`src/design/lfpc_pkg.sv`:
```
// shared types and constants of the line framer with port command capture
`default_nettype none

package lfpc_pkg;

  localparam int unsigned LEN_OW = 10;

  localparam logic [7:0] LF_BYTE = 8'h0a;
  localparam logic [7:0] CR_BYTE = 8'h0d;

  localparam logic [1:0] DELIM_NONE = 2'd0;
  localparam logic [1:0] DELIM_LF   = 2'd1;
  localparam logic [1:0] DELIM_CRLF = 2'd2;

  localparam logic [7:0] PORT_WORD [4] = '{8'h70, 8'h6f, 8'h72, 8'h74};

  typedef enum logic {
    CMD_DATA = 1'b0,
    CMD_READ = 1'b1
  } lfpc_cmd_e;

  typedef enum logic {
    KIND_LINE_END = 1'b0,
    KIND_READ     = 1'b1
  } lfpc_kind_e;

  typedef enum logic {
    CLASS_UNKNOWN = 1'b0,
    CLASS_PORT    = 1'b1
  } lfpc_class_e;

  typedef struct packed {
    lfpc_cmd_e  command;
    logic [7:0] data_byte;
    logic [8:0] read_index;
  } lfpc_in_t;

  typedef struct packed {
    lfpc_kind_e         result_kind;
    lfpc_class_e        command_class;
    logic [LEN_OW-1:0]  line_length;
    logic [1:0]         delimiter_length;
    logic               line_truncated;
    logic [LEN_OW-1:0]  port_line_length;
    logic [7:0]         read_byte;
  } lfpc_out_t;

  // result of the framing stage, read byte still to be merged
  typedef struct packed {
    lfpc_kind_e         result_kind;
    lfpc_class_e        command_class;
    logic [LEN_OW-1:0]  line_length;
    logic [1:0]         delimiter_length;
    logic               line_truncated;
    logic [LEN_OW-1:0]  port_line_length;
    logic               rd_ok;
  } lfpc_res_t;

  function automatic logic [7:0] fold_lower(input logic [7:0] b);
    logic [7:0] r;
    r = b;
    if (b >= 8'h41 && b <= 8'h5a) begin
      r = b + 8'h20;
    end
    return r;
  endfunction

endpackage

`default_nettype wire

```
`src/design/lfpc_if.sv`:
```
// valid/ready channel interfaces for input and result transactions
`default_nettype none


interface lfpc_out_if import lfpc_pkg::*; ();
  logic      valid;
  logic      ready;
  lfpc_out_t data;

  modport source (output valid, output data, input ready);
  modport sink (input valid, input data, output ready);
endinterface

`default_nettype wire

```
`src/design/lfpc_out.sv`:
```
// output register, merges read data into the result transaction
`default_nettype none

module lfpc_out import lfpc_pkg::*; (
  input  wire logic        clk_i,
  input  wire logic        rst_ni,
  input  wire logic        s1_valid_i,
  input  wire lfpc_res_t   s1_res_i,
  input  wire logic [7:0]  rd_data_i,
  output logic             adv_o,
  lfpc_out_if.source       out_o
);

  logic      out_valid_q, out_valid_d;
  lfpc_out_t out_data_q, out_data_d;

  assign adv_o = s1_valid_i && (!out_valid_q || out_o.ready);

  always_comb begin
    out_valid_d = out_valid_q && !out_o.ready;
    out_data_d  = out_data_q;
    if (adv_o) begin
      out_valid_d                 = 1'b1;
      out_data_d.result_kind      = s1_res_i.result_kind;
      out_data_d.command_class    = s1_res_i.command_class;
      out_data_d.line_length      = s1_res_i.line_length;
      out_data_d.delimiter_length = s1_res_i.delimiter_length;
      out_data_d.line_truncated   = s1_res_i.line_truncated;
      out_data_d.port_line_length = s1_res_i.port_line_length;
      out_data_d.read_byte        = s1_res_i.rd_ok ? rd_data_i : 8'h00;
    end
  end

  always_ff @(posedge clk_i or negedge rst_ni) begin
    if (!rst_ni) begin
      out_valid_q <= 1'b0;
    end else begin
      out_valid_q <= out_valid_d;
    end
  end

  always_ff @(posedge clk_i) begin
    out_data_q <= out_data_d;
  end

  assign out_o.valid = out_valid_q;
  assign out_o.data  = out_data_q;

endmodule

`default_nettype wire

```
`src/flat_wrapper.sv`:
```
// flat-port wrapper written by rule: the top's interface ports become plain ports
module lfpc_out_flat import lfpc_pkg::*;
  (clk_i, rst_ni, s1_valid_i, s1_res_i, rd_data_i, adv_o, out_o_valid, out_o_data, out_o_ready);
  lfpc_out_if out_o_i ();
  input  wire logic clk_i;
  input  wire logic rst_ni;
  input  wire logic s1_valid_i;
  input  wire lfpc_res_t s1_res_i;
  input  wire logic [7:0] rd_data_i;
  output logic adv_o;
  output wire logic [$bits(out_o_i.valid)-1:0] out_o_valid;
  output wire logic [$bits(out_o_i.data)-1:0] out_o_data;
  input wire logic [$bits(out_o_i.ready)-1:0] out_o_ready;
  assign out_o_valid = out_o_i.valid;
  assign out_o_data = out_o_i.data;
  assign out_o_i.ready = out_o_ready;
  lfpc_out u_core (.clk_i(clk_i), .rst_ni(rst_ni), .s1_valid_i(s1_valid_i), .s1_res_i(s1_res_i), .rd_data_i(rd_data_i), .adv_o(adv_o), .out_o(out_o_i));
endmodule
```
`config.mk`:
```
export PLATFORM = sky130hd
export DESIGN_NAME = lfpc_out_flat
export DESIGN_NICKNAME = d
export VERILOG_FILES = /design/src/design/lfpc_pkg.sv /design/src/design/lfpc_if.sv /design/src/design/lfpc_out.sv /design/src/flat_wrapper.sv
export SDC_FILE = /design/constraint.sdc
export NUM_CORES = 1
export LEC_CHECK = 0
export CORE_AREA = 4 4 66 68
export CTS_CLUSTER_SIZE = 25
export DETAILED_ROUTE_END_ITERATION = 10
export DIE_AREA = 0 0 70 72
export DONT_BUFFER_PORTS = 1
export SKIP_CTS_REPAIR_TIMING = 1
export SLEW_MARGIN = 20
export SYNTH_ARGS = -nofsm -noshare
export SYNTH_HDL_FRONTEND = slang
export SYNTH_SLANG_ARGS = --single-unit
```
`constraint.sdc`:
```
create_clock -name clk_i -period 1.55 [get_ports clk_i]
set_input_delay 0.155 -clock clk_i [delete_from_list [all_inputs] [get_ports clk_i]]
set_output_delay 0.155 -clock clk_i [all_outputs]
set_load 0.02 [all_outputs]
```
==> run metrics, run 1 <==
first-pass GRT wire length 2790 um; Non-Filler Instances 131; critical path class reg -> out; Pre-antenna DRT Iters 2; worst min path class in -> reg; Die ar. 5040 um2; IO buf count 0; max_cap viols 0; crit share post-route 0.906; Unique masters post-synth 6; Synth area leader edfxtp_1; power per cell area 1220 nW/um2; reg-to-reg setup timing slack 0.26 ns; Finished Cell Area 1530 um2; Total GRT Usage 0.0821; Final Hold Vio Count 0; area of the mapped netlist 1090 um2; Max Fclk 712 MHz; routability cong. 0.628; multi-input logic area 78.8 um2; Initial DRC Count 30; Worst EP arrival 1.25 ns; placed insts 96; Die H 72 um; Syn Nets 83; Setup-failing EPs final 0; DRC Markers 0; Yosys top cell area share 0.905; clock buffer depth 2; fillers 373; Max VDD drop 0.506 mV; Inserted Diodes 0; sequential-to-total area share from yosys stat 0.928; Sequential cell area 1020 um2; IO Pins 73; Post-Place Cell Area 1180 um2; GRT overflow 0; DP Worst Slack 0.286 ns; status complete, no violations; worst setup margin 0.145 ns; Synth Instances 45; total power 0.00186 W; critical path launch point type flop; static leakage 0.529 nW; Synthesis Warnings 0; final wirelength 2240 um; Via density 4.11; DR vias 539; Max H-tree Level 2; cts bufs inserted 5; Initial Utilization 0.284; Core Area 3860 um2; TritonCTS clock tree done; worst-skew pair later-pin latency 0.28 ns; fin nets 118; path depth of the worst reg2reg path 3; clk_skew 0.00538 ns; measured slew at the worst slew-check pin 0.283 ns; WHS Endpoint u_core.out_o.valid; wire per inst 17.1 um; Die Wd 70 um; element type at the critical path end output port; num rows 23; Yosys reg bits 34; pin count of the biggest net entering global routing 35; CP max FO 34; Slew Limit Fails 0; RSZ-0062 raised after global routing no; critical path required time 1.39 ns; Tmin final 1.40 ns; TNS Setup 0 ns; Reg2Reg Capture Point u_core.out_o.data[32]; clock slew at reported path FFs 0.07 ns; number of routed nets with antenna violations 0; RR Startpoint u_core.out_o.valid; Sink Count 34; worst hold stages 2; layout cells sized above 1 0.111; mean area per synthesized cell 24.3 um2; initial antenna violation count 0; Area contributors post-synth edfxtp_1 (91%), and2_1 (4.6%), dfrtp_1 (2.3%), nand2b_4 (1.3%), and2_4 (0.80%); Slew HR 0.811; CTS Root Cell clkbuf_8; hold path startpoint out_o_ready; vias in the first global route 492; area grow syn2layout 39.7%
placed cells by master (no fill, tap or decap), drive strengths merged:
cell type,netlist,layout
and2,9,9
buf,0,1
clkbuf,0,6
clkinv,0,2
dfrtp,1,1
dlygate4sd3,0,27
edfxtp,33,33
nand2b,2,2
routing by layer:
layer	global-route usage	vias to the layer above	part of all wire
li1	-	238	-
met1	0.0780	246	0.34
met2	0.119	48	0.51
met3	0.0679	7	0.13
met4	0.0574	0	0.022
met5	0	-	0
cell usage after synthesis, drive strengths merged:
master   n
edfxtp  33
nand2b   2
dfrtp    1
and2     9
report_power, final:
group	internal (W)	switching [W]
combinational	0.0000629	0.0000394
clock	0.000308	0.000297
sequential	0.00107	0.0000830
total	0.00145	0.000419
critical path, stage by stage, from the launching register on:
cell      delay [ns]
dfrtp_1         0.48
nand2b_4        0.11
and2_4          0.15
buf_12          0.22
per-stage QoR:
| stage | util | hold slack [ns] |
|---|---|---|
| floorplan | - | -0.141 |
| global placement | 0.305 | -0.141 |
| detailed placement | 0.305 | -0.141 |
| CTS | 0.326 | -0.446 |
| global route | 0.396 | 0.0650 |
| finish | 0.396 | 0.0616 |
state kept, by name (all words and copies together), names as in the netlist:
| register | cells |
|---|---|
| u_core.out_o.data | 33 |
| u_core.out_o.valid | 1 |
cell type report:
cell class,count,area share
sequential,34,0.664
timing repair buffer,28,0.190
multi-input combinational,11,0.0516
clock buffer,6,0.0475
tap,50,0.0409
clock inverter,2,0.00573
cell families (layout without fill, tap and decap cells):
logic type	count (synthesis)	in the layout	synth area share
buffers and inverters	0	36	0
AND/OR/NAND/NOR	11	11	0.0720
flip-flops	34	34	0.928
worst max-delay path by stage:
| stage | cells past startpoint | to | slack (ns) | start |
|---|---|---|---|---|
| after floorplan | 2 | u_core.out_o.data[0] | 0.25 | u_core.out_o.valid |
| after global placement | 3 | u_core.out_o.data[26] | 0.30 | u_core.out_o.valid |
| after detailed placement | 3 | u_core.out_o.data[24] | 0.29 | u_core.out_o.valid |
| after CTS | 3 | adv_o | 0.13 | u_core.out_o.valid |
| after global routing | 3 | adv_o | 0.08 | u_core.out_o.valid |
| final | 3 | adv_o | 0.15 | u_core.out_o.valid |
No activity file was read; power rests on OpenSTA's default activity.
==> inputs of run 2 (changes only) <==
--- a/config.mk
+++ b/config.mk
@@ -5,10 +5,10 @@
 export SDC_FILE = /design/constraint.sdc
 export NUM_CORES = 1
 export LEC_CHECK = 0
-export CORE_AREA = 4 4 66 68
+export CORE_AREA = 2 2 64 66
 export CTS_CLUSTER_SIZE = 25
 export DETAILED_ROUTE_END_ITERATION = 10
-export DIE_AREA = 0 0 70 72
+export DIE_AREA = 0 0 66 68
 export DONT_BUFFER_PORTS = 1
 export SKIP_CTS_REPAIR_TIMING = 1
 export SLEW_MARGIN = 20
==> run 2 against run 1 <==
Net effect:
- critical endpoint unchanged
- clock skew up 0.0035 ns
- critical path type unchanged
- sequential share of layout area down 1.2 points
- critical path depth unchanged
==> run metrics, run 2 (same netlist as run 1, synthesis figures left out) <==
measured slew at the worst slew-check pin 0.283 ns (+0.000125 ns); pin count of the biggest net entering global routing 35 (unchanged); Tmin final 1.40 ns (-0.00845 ns); Via density 4.16 (+1.1%); CP cell instances nand2b_4 -> and2_4 -> buf_12; static leakage 0.538 nW (+1.7%); placed insts 96 (unchanged); Die ar. 4490 um2 (-11%); Slew HR 0.811 (about the same); Max VDD drop 0.611 mV (+21%); worst-skew pair later-pin latency 0.28 ns (about the same); element type at the critical path end output port; most frequent cells in the layout edfxtp_1 (33), dlygate4sd3_1 (27), and2_1 (8), clkbuf_8 (5); DRC Markers 0 (unchanged); max incr delay on CP 0.48 ns (about the same); IO buf count 0 (unchanged); Max Fclk 716 MHz (+0.61%); hold path startpoint out_o_ready; vias in the first global route 481 (-2.2%); crit share post-route 0.901 (-0.00545); CP max FO 34 (unchanged); clk_skew 0.00884 ns (+0.00346 ns); met2 Resource Use GR 0.138 (+0.0191); DR vias 545 (+1.1%); Slew Limit Fails 0 (unchanged); final wirelength 1950 um (-13%); layout cells sized above 1 0.123 (+0.0123); clock buffer depth 2 (unchanged); reg-to-reg setup timing slack 0.27 ns (about the same); Worst Path Buf+Inv 1 (unchanged); fin nets 118 (unchanged); Inserted Diodes 0 (unchanged); initial antenna violation count 0 (unchanged); worst min path class in -> reg; status complete, no violations; Total GRT Usage 0.0829 (+0.000746); critical path launch point type flop; met3 usage 0.0757 (+0.00779); Initial DRC Count 12 (-60%); max_cap viols 0 (unchanged); Die Wd 66 um (-5.7%); dpl hpwl 1300 um; max FFs per register 33 (unchanged); IO Pins 73 (unchanged); TNS Setup 0 ns (unchanged); num rows 23 (unchanged); RR Startpoint u_core.out_o.valid; TritonCTS clock tree done; Non-Filler Instances 131 (unchanged); DP Worst Slack 0.288 ns (+0.00173 ns); clock slew at reported path FFs 0.07 ns (about the same); cts bufs inserted 5 (unchanged); Worst EP arrival 1.24 ns (about the same); Crit. Startpoint u_core.out_o.valid; Core Area 3860 um2 (unchanged); wire per inst 14.9 um (-13%); commonest non-fill, non-tap cell in the layout edfxtp_1; critical path class reg -> out; Reg2Reg Capture Point u_core.out_o.data[18]; CTS Root Cell clkbuf_8; Final Hold Vio Count 0 (unchanged); area grow syn2layout 42.3%; Sink Count 34 (unchanged); routability cong. 0.662 (+5.5%); busiest metal layer after global routing met2; number of routed nets with antenna violations 0 (unchanged); first-pass GRT wire length 2380 um (-15%); Max H-tree Level 2 (unchanged); RSZ-0062 raised after global routing no; M1 GR Usage 0.0607 (-0.0173); Setup-failing EPs final 0 (unchanged); GRT overflow 0 (unchanged); Die H 68 um (-5.6%); worst hold stages 2 (unchanged); path depth of the worst reg2reg path 3 (unchanged); total power 0.00203 W (+8.9%); Pre-antenna DRT Iters 3 (+1); critical path required time 1.39 ns (about the same); power per cell area 1300 nW/um2 (+6.9%); delay-heaviest family, CP flip-flops; WHS Endpoint u_core.out_o.valid; Crit-path slowest cell dfrtp_1; Initial Utilization 0.284 (unchanged); worst setup margin 0.154 ns (+0.00845 ns); Final Core Density 0.404 (+0.00746)
[run 2: changes by cell type in the layout (fill, tap and decap cells not counted)]
| cell | delta |
|---|---|
| clkinvlp_4 | +1 |
| clkinv_2 | -1 |
| clkinv_1 | -1 |
| bufinv_16 | +1 |
[run 2: layer usage]
metal  up-vias  routed length (um)
met3         4                 216
li1        240                   -
met2        50                1050
met5         -                   0
met1       251                 648
met4         0                  38
[run 2: where the power goes]
part           switching [W]  internal, W
registers          0.0000821      0.00107
logic              0.0000375    0.0000628
clock network       0.000295     0.000479
[run 2: layout make-up]
cell class / instances / area (um2)
clock buffer: 6 / 72.6
multi-input combinational: 11 / 78.8
clock inverter: 2 / 37.5
tap: 50 / 62.6
fill: 363 / 2300
timing repair buffer: 28 / 290
sequential: 34 / 1020
[run 2: through the flow]
step           cell area [um2]  hold WS (ns)
5_1_grt                   1560        0.0624
4_1_cts                   1290        -0.451
3_5_place_dp              1180        -0.141
2_1_floorplan             1090        -0.141
3_3_place_gp              1180        -0.141
6_report                  1560        0.0589
[run 2: how the worst max path moves through the flow]
| stage | endpoint | slack (ns) | cells after the start |
|---|---|---|---|
| 4_1_cts | adv_o | 0.13 | 3 |
| 6_report | adv_o | 0.15 | 3 |
| 3_5_place_dp | u_core.out_o.data[14] | 0.29 | 3 |
| 2_1_floorplan | u_core.out_o.data[0] | 0.25 | 2 |
| 5_1_grt | adv_o | 0.08 | 3 |
| 3_3_place_gp | u_core.out_o.data[10] | 0.30 | 3 |
[run 2: worst register-to-register path: cells and delay by family, from the launching register on]
kind                   cells  cell delay (ns)
buffers and inverters      1             0.21
flip-flops                 1             0.48
AND/OR/NAND/NOR            2             0.26
