$ cat src/design/lfpc_pkg.sv
// shared types and constants of the line framer with port command capture
`default_nettype none

package lfpc_pkg;

  localparam int unsigned LEN_OW = 10;

  localparam logic [7:0] LF_BYTE = 8'h0a;
  localparam logic [7:0] CR_BYTE = 8'h0d;

  localparam logic [1:0] DELIM_NONE = 2'd0;
  localparam logic [1:0] DELIM_LF   = 2'd1;
  localparam logic [1:0] DELIM_CRLF = 2'd2;

  localparam logic [7:0] PORT_WORD [4] = '{8'h70, 8'h6f, 8'h72, 8'h74};

  typedef enum logic {
    CMD_DATA = 1'b0,
    CMD_READ = 1'b1
  } lfpc_cmd_e;

  typedef enum logic {
    KIND_LINE_END = 1'b0,
    KIND_READ     = 1'b1
  } lfpc_kind_e;

  typedef enum logic {
    CLASS_UNKNOWN = 1'b0,
    CLASS_PORT    = 1'b1
  } lfpc_class_e;

  typedef struct packed {
    lfpc_cmd_e  command;
    logic [7:0] data_byte;
    logic [8:0] read_index;
  } lfpc_in_t;

  typedef struct packed {
    lfpc_kind_e         result_kind;
    lfpc_class_e        command_class;
    logic [LEN_OW-1:0]  line_length;
    logic [1:0]         delimiter_length;
    logic               line_truncated;
    logic [LEN_OW-1:0]  port_line_length;
    logic [7:0]         read_byte;
  } lfpc_out_t;

  // result of the framing stage, read byte still to be merged
  typedef struct packed {
    lfpc_kind_e         result_kind;
    lfpc_class_e        command_class;
    logic [LEN_OW-1:0]  line_length;
    logic [1:0]         delimiter_length;
    logic               line_truncated;
    logic [LEN_OW-1:0]  port_line_length;
    logic               rd_ok;
  } lfpc_res_t;

  function automatic logic [7:0] fold_lower(input logic [7:0] b);
    logic [7:0] r;
    r = b;
    if (b >= 8'h41 && b <= 8'h5a) begin
      r = b + 8'h20;
    end
    return r;
  endfunction

endpackage

`default_nettype wire

$ cat src/design/lfpc_frame.sv
// line framing state, prefix match, store addressing and first result stage
`default_nettype none

module lfpc_frame import lfpc_pkg::*; #(
  parameter int unsigned MAX_LINE = 512
) (
  input  wire logic                             clk_i,
  input  wire logic                             rst_ni,
  input  wire logic                             in_valid_i,
  input  wire lfpc_in_t                         in_data_i,
  output logic                                  in_ready_o,
  input  wire logic                             adv_i,
  output logic                                  wr_en_o,
  output logic [$clog2(MAX_LINE):0]             wr_addr_o,
  output logic [7:0]                            wr_data_o,
  output logic                                  rd_en_o,
  output logic [$clog2(MAX_LINE):0]             rd_addr_o,
  output logic                                  s1_valid_o,
  output lfpc_res_t                             s1_res_o
);

  localparam int unsigned AW   = $clog2(MAX_LINE);
  localparam int unsigned CL_W = $clog2(MAX_LINE + 2);
  localparam logic [CL_W-1:0] MaxLen   = CL_W'(MAX_LINE);
  localparam logic [CL_W-1:0] MaxLenP1 = CL_W'(MAX_LINE + 1);
  localparam logic [CL_W-1:0] PrefixLen = CL_W'(4);

  logic            bank_q, bank_d;
  logic [CL_W-1:0] cur_q, cur_d;
  logic            prefix_q, prefix_d;
  logic            cr_q, cr_d;
  logic            ovf_q, ovf_d;
  logic [CL_W-1:0] stored_q, stored_d;
  lfpc_class_e     last_q, last_d;
  logic            s1_valid_q, s1_valid_d;
  lfpc_res_t       res_q, res_d;

  logic            accept;
  logic            is_lf;
  logic [CL_W-1:0] content;
  logic [CL_W-1:0] len;
  logic            trunc;
  logic            cls;

  assign in_ready_o = !s1_valid_q || adv_i;
  assign accept     = in_valid_i && in_ready_o;
  assign is_lf      = (in_data_i.data_byte == LF_BYTE);

  assign content = cur_q - CL_W'(cr_q);
  assign len     = (content > MaxLen) ? MaxLen : content;
  assign trunc   = ovf_q || (cur_q == MaxLenP1 && !cr_q);
  assign cls     = (content >= PrefixLen) && prefix_q;

  always_comb begin
    bank_d     = bank_q;
    cur_d      = cur_q;
    prefix_d   = prefix_q;
    cr_d       = cr_q;
    ovf_d      = ovf_q;
    stored_d   = stored_q;
    last_d     = last_q;
    s1_valid_d = s1_valid_q && !adv_i;
    res_d      = res_q;
    wr_en_o    = 1'b0;
    wr_addr_o  = {!bank_q, cur_q[AW-1:0]};
    wr_data_o  = in_data_i.data_byte;
    rd_en_o    = 1'b0;
    rd_addr_o  = {bank_q, AW'(in_data_i.read_index)};

    if (accept) begin
      if (in_data_i.command == CMD_READ) begin
        rd_en_o                = 1'b1;
        s1_valid_d             = 1'b1;
        res_d.result_kind      = KIND_READ;
        res_d.command_class    = last_q;
        res_d.line_length      = '0;
        res_d.delimiter_length = DELIM_NONE;
        res_d.line_truncated   = 1'b0;
        res_d.port_line_length = LEN_OW'(stored_q);
        res_d.rd_ok            = (32'(in_data_i.read_index) < 32'(stored_q));
      end else if (!is_lf) begin
        if (cur_q < PrefixLen &&
            fold_lower(in_data_i.data_byte) != PORT_WORD[cur_q[1:0]]) begin
          prefix_d = 1'b0;
        end
        if (cur_q < MaxLen) begin
          wr_en_o = 1'b1;
        end
        if (cur_q >= MaxLenP1) begin
          ovf_d = 1'b1;
        end else begin
          cur_d = cur_q + CL_W'(1);
        end
        cr_d = (in_data_i.data_byte == CR_BYTE);
      end else begin
        if (cls) begin
          bank_d   = !bank_q;
          stored_d = len;
        end
        last_d                 = cls ? CLASS_PORT : CLASS_UNKNOWN;
        s1_valid_d             = 1'b1;
        res_d.result_kind      = KIND_LINE_END;
        res_d.command_class    = cls ? CLASS_PORT : CLASS_UNKNOWN;
        res_d.line_length      = LEN_OW'(len);
        res_d.delimiter_length = cr_q ? DELIM_CRLF : DELIM_LF;
        res_d.line_truncated   = trunc;
        res_d.port_line_length = cls ? LEN_OW'(len) : LEN_OW'(stored_q);
        res_d.rd_ok            = 1'b0;
        cur_d    = '0;
        prefix_d = 1'b1;
        cr_d     = 1'b0;
        ovf_d    = 1'b0;
      end
    end
  end

  always_ff @(posedge clk_i or negedge rst_ni) begin
    if (!rst_ni) begin
      bank_q     <= 1'b0;
      cur_q      <= '0;
      prefix_q   <= 1'b1;
      cr_q       <= 1'b0;
      ovf_q      <= 1'b0;
      stored_q   <= '0;
      last_q     <= CLASS_UNKNOWN;
      s1_valid_q <= 1'b0;
    end else begin
      bank_q     <= bank_d;
      cur_q      <= cur_d;
      prefix_q   <= prefix_d;
      cr_q       <= cr_d;
      ovf_q      <= ovf_d;
      stored_q   <= stored_d;
      last_q     <= last_d;
      s1_valid_q <= s1_valid_d;
    end
  end

  always_ff @(posedge clk_i) begin
    res_q <= res_d;
  end

  assign s1_valid_o = s1_valid_q;
  assign s1_res_o   = res_q;

endmodule

`default_nettype wire

$ cat config.mk
export PLATFORM = sky130hd
export DESIGN_NAME = lfpc_frame
export DESIGN_NICKNAME = d
export VERILOG_FILES = /design/src/design/lfpc_pkg.sv /design/src/design/lfpc_frame.sv
export SDC_FILE = /design/constraint.sdc
export NUM_CORES = 1
export LEC_CHECK = 0
export ABC_AREA = 1
export BUFFER_PORTS_ARGS = -buffer_cell sky130_fd_sc_hd__buf_2
export CAP_MARGIN = 5
export CORE_UTILIZATION = 54
export CTS_CLUSTER_SIZE = 40
export DETAILED_ROUTE_END_ITERATION = 8
export MAX_ROUTING_LAYER = met4
export PLACE_DENSITY = 0.8
export SLEW_MARGIN = 20
export SYNTH_ARGS = -nofsm -noshare
export SYNTH_HDL_FRONTEND = slang
export SYNTH_SLANG_ARGS = --single-unit
$ cat constraint.sdc
create_clock -name clk_i -period 2.8 [get_ports clk_i]
set_input_delay 0.14 -clock clk_i [delete_from_list [all_inputs] [get_ports clk_i]]
set_output_delay 0.14 -clock clk_i [all_outputs]
set_load 0.03 [all_outputs]
==> load_flow_metrics.sql, run 1 <==
INSERT INTO impl_metrics (metric_group, metric, value, unit) VALUES
('cts', 'clk_pin_slew_worst_paths', '0.09', 'ns'),
('yosys', 'synth_largest_type_area_fraction', '23.07', '%'),
('cts', 'cts.root.buffer_cell', 'sky130_fd_sc_hd__clkbuf_8', ''),
('cells_and_area', 'share_of_final_layout_standard_cells_stronger_than_drive_strength_1', '31.49', '%'),
('floorplanning', 'floorplan.io_pins', '80', ''),
('placed_design', 'detailedPlace.worstSlack', '0.2625', 'ns'),
('worst_setup_path', 'worstPathRequired', '2.98', 'ns'),
('yosys', 'postSynthRegisterBits', '52', ''),
('cells_and_area', 'fill_cells', '556', ''),
('min_path', 'min_delay_path_depth', '4', ''),
('worst_setup_path', 'critPathSlowestCell', 'sky130_fd_sc_hd__dfrtp_1', ''),
('sta', 'fin_ws', '0.2587', 'ns'),
('cts', 'htreeDepth', '2', ''),
('floorplanning', 'die_h', '81.17', 'um'),
('cts', 'cts_tree', 'yes', ''),
('routing', 'wire_per_inst', '14.15', 'um'),
('pwr', 'power.share.combinational', '45.1', '%'),
('cells_and_area', 'layout.core_utilization', '62.20', '%'),
('yosys', 'syn-instance-count', '395', ''),
('floorplanning', 'die_area', '6589', 'um2'),
('routing', 'via_per_inst', '5.382', ''),
('floorplanning', 'initial_utilization', '56.50', '%'),
('grt', 'initial_antenna_violation_count', '0', ''),
('routing', 'detail_route.wirelength', '7.444', 'mm'),
('yosys', 'yosysSeqAreaShare', '42.33', '%'),
('sta', 'hold_violations', '0', ''),
('worst_setup_path', 'worstSetupStartpointType', 'flop', ''),
('routing', 'first_iter_violations', '226', ''),
('sta', 'maxSlewViolCount', '0', ''),
('placed_design', 'routabilityCongestion', '0.9381', ''),
('grt', 'grt_pass1_vias', '2546', ''),
('job', 'cap_viol_max_count', '0', ''),
('yosys', 'synth_enable_flop_cells', '26', ''),
('worst_setup_path', 'cpPeakStageDelay', '0.48', 'ns'),
('min_path', 'worst_hold_end', 's1_valid_o', ''),
('grt', 'largest_net_degree_at_the_start_of_global_routing', '27', ''),
('placed_design', 'portBuffers', '79', ''),
('cts', 'insertion_delay', '0.31', 'ns'),
('yosys', 'netlist_top_cells_area', 'sky130_fd_sc_hd__edfxtp_1 (23%), sky130_fd_sc_hd__dfrtp_1 (18%), sky130_fd_sc_hd__nand2_1 (10%), sky130_fd_sc_hd__buf_4 (6.4%), sky130_fd_sc_hd__ha_1 (5.5%)', ''),
('sta', 'post-route-min-period', '2.541', 'ns'),
('pwr', 'totalPowerFinal', '2.743', 'mW'),
('cells_and_area', 'ff_latch_area', '1433', 'um2'),
('pwr', 'p_per_area', '736.1', 'nW/um2'),
('worst_setup_path', 'r2r_setup_slack', '0.26', 'ns'),
('worst_setup_path', 'worstPathCellList', 'inv_1 -> ha_1 -> ha_1 -> nand2_2 -> o21ai_2 -> nand2_2 -> nor2_2 -> nand3_2 -> a21oi_1 -> nand2_1 -> nand2_1', ''),
('sta', 'finalSetupViolations', '0', ''),
('sta', 'hold_slack', '0.1456', 'ns'),
('sta', 'rsz0062_at_grt', 'false', ''),
('worst_setup_path', 'worst-r2r-cell-count', '11', ''),
('cts', 'tritoncts.num_buffers', '5', ''),
('grt', 'first_pass_grt_wire_length', '12.13', 'mm'),
('grt', 'grt-ovfl-total', '0', ''),
('yosys', 'post-synth-top-area-cell', 'sky130_fd_sc_hd__edfxtp_1', ''),
('routing', 'detailedRoute.firstPassIterationCount', '5', ''),
('sta', 'worst_slew_margin_rel', '60.02', '%'),
('worst_setup_path', 'worst_path_arrival_time', '2.72', 'ns'),
('yosys', 'post_synth.cell_area_avg', '8.568', 'um2'),
('yosys', 'asyncSetResetFlopFracSynth', '50.00', '%'),
('status', 'run_status', 'finished, final reports clean', ''),
('pwr', 'cellInternalPower', '1.457', 'mW'),
('worst_setup_path', 'reg2reg_to', 's1_res_o[3]', ''),
('pwr', 'seqPwrFrac', '39.4', '%'),
('cts', 'clockBufferDepth', '2', ''),
('yosys', 'mappedNetlistNets', '432', ''),
('pwr', 'p_leak', '1.740', 'nW'),
('pwr', 'total_switching_power', '1.286', 'mW'),
('pwr', 'ir_worst_vdd', '0.4324', 'mV'),
('sta', 'max_slew.worst_pin.slew', '0.5997', 'ns'),
('pwr', 'power_frac_clock', '15.5', '%'),
('min_path', 'min_path_type', 'in -> reg', ''),
('worst_setup_path', 'r2r-start', 'cur_q[0]', '');
[worst max path at each step]
stage,to,startpoint,slack [ns],depth (start not counted)
final,s1_res_o[3],cur_q[0],0.26,11
after global routing,s1_res_o[3],cur_q[0],0.02,11
after CTS,s1_res_o[3],cur_q[0],0.23,10
after detailed placement,s1_res_o[24],cur_q[0],0.26,9
after global placement,s1_res_o[24],cur_q[0],0.35,9
after floorplan,s1_res_o[0],s1_valid_o,0.11,3
[logic make-up after synthesis]
family          share of synthesized area (%)
buf+inv                                 13.35
xor+xnor                                1.294
fa+ha+maj                               5.545
compound gates                          8.984
simple gates                            28.50
flops                                   42.33
[critical path, delay by kind of cell (launching register included)]
kind / cells / cell delay, ns
adder cells (fa/ha/maj): 2 / 0.67
AND/OR/NAND/NOR: 6 / 0.65
AO/OA/AOI/OAI: 2 / 0.43
buffers and inverters: 1 / 0.18
flip-flops: 1 / 0.48
[repair_timing]
item,4_1_cts,5_1_grt
setup buffers,0,0
hold buffers,1,0
endpoints found under the hold margin,25,0
setup endpoints to repair,0,3
resized for setup,0,1
[power by group through the flow]
stage	Clock, mW	Combinational (mW)	Sequential [mW]
floorplan	0	1.02	1.08
global placement	0	1.20	1.09
detailed placement	0	1.22	1.09
CTS	0.436	1.23	1.08
global route	0.459	1.36	1.10
finish	0.425	1.24	1.08
[routing by layer]
metal | global-route usage, % | part of all wire, % | routed length [um]
met5 | - | 0 | 0
met4 | 7.857 | 1.4 | 103
met3 | 4.157 | 7.7 | 572
met2 | 41.01 | 49 | 3627
met1 | 32.12 | 42 | 3140
[stage by stage]
step                      area, um2  cells
after global placement         3621    517
after CTS                      3719    526
final                          3726    526
after global routing           3726    526
after detailed placement       3621    517
after floorplan                3385    395
[registers in the layout (all words and copies together), names as in the netlist]
name / cells
cr_q: 1
ovf_q: 1
s1_valid_o: 1
bank_q: 1
last_q: 1
prefix_q: 1
stored_q: 10
s1_res_o: 26
cur_q: 10
[synth_stat cells (all sizes together), types with 2 or more instances]
cell type / number
edfxtp: 26
nand4: 10
o211ai: 2
nand2: 102
ha: 15
nor2: 43
inv: 48
buf: 33
xnor2: 2
nor4: 2
nand3: 22
nor3: 8
a21boi: 2
dfrtp: 25
xor2: 3
a21oi: 13
o21ai: 27
nor3b: 4
[layout make-up]
class	count	area share [%]
clock buffers	5	1.847
clock inverters	3	0.5037
well taps	75	2.518
flip-flops and latches	52	38.45
multi-input cells	261	40.56
inverters	48	4.835
repair buffers	82	11.28
Note: power is estimated with default switching activity, not from simulation.
==> run 2, diff against run 1 <==
CORE_MARGIN = 5   (was default)
RECOVER_POWER = 25   (was default)
clock period = 2.5 ns   (was 2.8 ns; I/O delays follow)
==> run 2 against run 1 <==
Compared with the run above: the flow now finishes with violations (max-capacitance violations, max-slew violations); clock power is 42% higher; routed wire length is 10% higher; count of clock-buffer cells in the layout stayed put.
==> load_flow_metrics.sql, run 2 (same netlist as run 1, synthesis figures left out) <==
INSERT INTO impl_metrics (metric_group, metric, value, unit) VALUES
('sta', 'maxClockFrequency', '0.4373', 'GHz'),
('min_path', 'min_path_type', 'in -> reg', ''),
('routing', 'route.vias.total', '2837', ''),
('floorplanning', 'core.rowCount', '28', ''),
('cts', 'tritoncts.num_buffers', '5', ''),
('floorplanning', 'die_h', '89.17', 'um'),
('cells_and_area', 'share_of_final_layout_standard_cells_stronger_than_drive_strength_1', '27.59', '%'),
('floorplanning', 'floorplan.io_pins', '80', ''),
('cts', 'clockBufferDepth', '2', ''),
('placed_design', 'routabilityCongestion', '0.9078', ''),
('floorplanning', 'placeableCoreArea', '5991', 'um2'),
('routing', 'detail_route.wirelength', '8.203', 'mm'),
('cells_and_area', 'num_antenna_cells', '0', ''),
('grt', 'first_pass_grt_wire_length', '13.27', 'mm'),
('sta', 'hold_violations', '0', ''),
('grt', 'grt-ovfl-total', '0', ''),
('sta', 'final.setup_skew', '0.006323', 'ns'),
('grt', 'largest_net_degree_at_the_start_of_global_routing', '27', ''),
('routing', 'wire_per_inst', '15.54', 'um'),
('sta', 'fin_crit_sh', '91.48', '%'),
('sta', 'max_slew.worst_pin.slew', '1.517', 'ns'),
('worst_setup_path', 'worstPathRequired', '2.57', 'ns'),
('worst_setup_path', 'critical_path.max_fanout', '8', ''),
('cts', 'cts.root.buffer_cell', 'sky130_fd_sc_hd__clkbuf_8', ''),
('cells_and_area', 'layout-area-overhead-vs-synth', '10.65', '%'),
('worst_setup_path', 'timing_worst_setup_path_type', 'reg -> reg', ''),
('cts', 'clk_pin_slew_worst_paths', '0.10', 'ns'),
('floorplanning', 'die_area', '7951', 'um2'),
('worst_setup_path', 'r2r-start', 'cur_q[1]', ''),
('status', 'run_status', 'finished, violations left', ''),
('cells_and_area', 'layout.core_utilization', '62.51', '%'),
('worst_setup_path', 'r2r_setup_slack', '0.21', 'ns'),
('grt', 'groute.usage.overall', '22.37', '%'),
('grt', 'grt_pass1_vias', '2743', ''),
('grt', 'initial_antenna_violation_count', '0', ''),
('cts', 'insertion_delay', '0.32', 'ns'),
('floorplanning', 'die-width', '89.17', 'um'),
('min_path', 'hp-start', 'adv_i', ''),
('pwr', 'p_leak', '1.705', 'nW'),
('worst_setup_path', 'worstSetupStartpointType', 'flop', ''),
('sta', 'worst_slew_margin_rel', '-1.151', '%'),
('cells_and_area', 'most_common_cell_after_layout_fill_and_taps_aside', 'sky130_fd_sc_hd__nand2_1', ''),
('sta', 'setup-tns-final', '0', 'ns'),
('routing', 'detailedRoute.firstPassIterationCount', '5', ''),
('routing', 'postRouteAntennaNets', '0', ''),
('cells_and_area', 'finalNetCount', '489', ''),
('placed_design', 'portBuffers', '79', ''),
('sta', 'maxSlewViolCount', '27', ''),
('cells_and_area', 'largest_register_ff_count', '26', ''),
('job', 'cap_viol_max_count', '1', ''),
('routing', 'via_per_inst', '5.373', ''),
('pwr', 'ir_worst_vdd', '0.5102', 'mV'),
('floorplanning', 'initial_utilization', '56.50', '%'),
('sta', 'finalSetupViolations', '0', ''),
('cts', 'cts_tree', 'yes', ''),
('worst_setup_path', 'worstSetupEndpointType', 'flop', ''),
('pwr', 'p_per_area', '860.2', 'nW/um2'),
('worst_setup_path', 'worst_path_arrival_time', '2.36', 'ns'),
('cts', 'cts_num_sinks', '52', ''),
('cells_and_area', 'most_frequent_cells_in_the_layout', 'sky130_fd_sc_hd__nand2_1 (92), sky130_fd_sc_hd__buf_2 (60), sky130_fd_sc_hd__inv_1 (39), sky130_fd_sc_hd__nor2_1 (29), sky130_fd_sc_hd__edfxtp_1 (26)', ''),
('worst_setup_path', 'worst-r2r-cell-count', '10', ''),
('cells_and_area', 'fill_cells', '492', ''),
('sta', 'rsz0062_at_grt', 'false', ''),
('min_path', 'min_delay_path_depth', '4', ''),
('sta', 'post-route-min-period', '2.287', 'ns'),
('cts', 'htreeDepth', '2', ''),
('min_path', 'worst_hold_end', 's1_valid_o', ''),
('cts', 'post_cts_buffers', '0', ''),
('status', 'violations', 'max-capacitance violations, max-slew violations', ''),
('placed_design', 'hpwlAfterDp', '6.317', 'mm'),
('routing', 'first_iter_violations', '225', ''),
('worst_setup_path', 'reg2reg_to', 's1_res_o[3]', ''),
('routing', 'detail_route.drc_violations', '0', ''),
('sta', 'hold_slack', '0.1241', 'ns');
-- run 2: changes by cell type in the layout (fill, tap and decap cells not counted), sizes merged --
cell	before	now
clkbuf	5	24
buf	81	64
clkinv	3	0
bufinv	0	1
clkinvlp	0	1
inv	48	49
-- run 2: worst max-delay path by stage --
stage,startpoint,endpoint,slack (ns)
after floorplan,cur_q[0],s1_res_o[24],0.15
after global placement,cur_q[0],s1_res_o[24],0.35
after detailed placement,cur_q[1],s1_res_o[24],0.19
after CTS,cur_q[1],s1_res_o[3],0.18
after global routing,cur_q[0],s1_res_o[10],0.05
final,cur_q[1],s1_res_o[3],0.21
-- run 2: power by group --
part	total [mW]	internal (mW)	switching [mW]	leakage (nW)
Combinational	1.42	0.424	1.00	1.07
Clock	0.604	0.302	0.302	0.0548
Sequential	1.19	1.02	0.176	0.580
-- run 2: layout make-up --
| cell class | count | area [um2] | area share (%) |
|---|---|---|---|
| multi-input combinational | 261 | 1511 | 40.36 |
| sequential | 52 | 1433 | 38.26 |
| inverter | 48 | 180.2 | 4.811 |
| timing repair buffer | 84 | 411.6 | 10.99 |
| clock buffer | 5 | 68.82 | 1.838 |
| tap | 75 | 93.84 | 2.506 |
| clock inverter | 3 | 46.29 | 1.236 |
-- run 2: critical path: stages, from the launching register on --
cell and delay, ns:
sky130_fd_sc_hd__dfrtp_1 0.51, sky130_fd_sc_hd__inv_2 0.14, sky130_fd_sc_hd__ha_1 0.32, sky130_fd_sc_hd__xnor2_2 0.27, sky130_fd_sc_hd__nand3_1 0.16, sky130_fd_sc_hd__nor2_4 0.15, sky130_fd_sc_hd__nand3_4 0.12, sky130_fd_sc_hd__nand2_2 0.11
sky130_fd_sc_hd__nor2_2 0.07, sky130_fd_sc_hd__nand2_1 0.12, sky130_fd_sc_hd__nand2_1 0.07
-- run 2: routing by layer --
metal	vias to the layer above	share of wire, %	global-route usage [%]
met5	-	0	-
met4	0	1.6	6.495
met3	15	8.2	4.055
met2	129	49	36.10
met1	1306	41	28.89
li1	1387	-	-
-- run 2: repair_timing --
action,4_1_cts,5_1_grt
hold endpoints to repair,25,0
resized for setup,0,1
hold buffers,1,0
endpoints found under the setup margin,0,1
-- run 2: per-stage QoR --
step | area, um2 | setup WS [ns] | power, mW | instances
floorplan | 3388 | 0.1511 | 2.355 | 395
global placement | 3636 | 0.3477 | 2.586 | 519
detailed placement | 3636 | 0.1918 | 2.615 | 519
CTS | 3761 | 0.1793 | 3.216 | 528
global route | 3745 | 0.05496 | 3.419 | 528
finish | 3745 | 0.2131 | 3.221 | 528
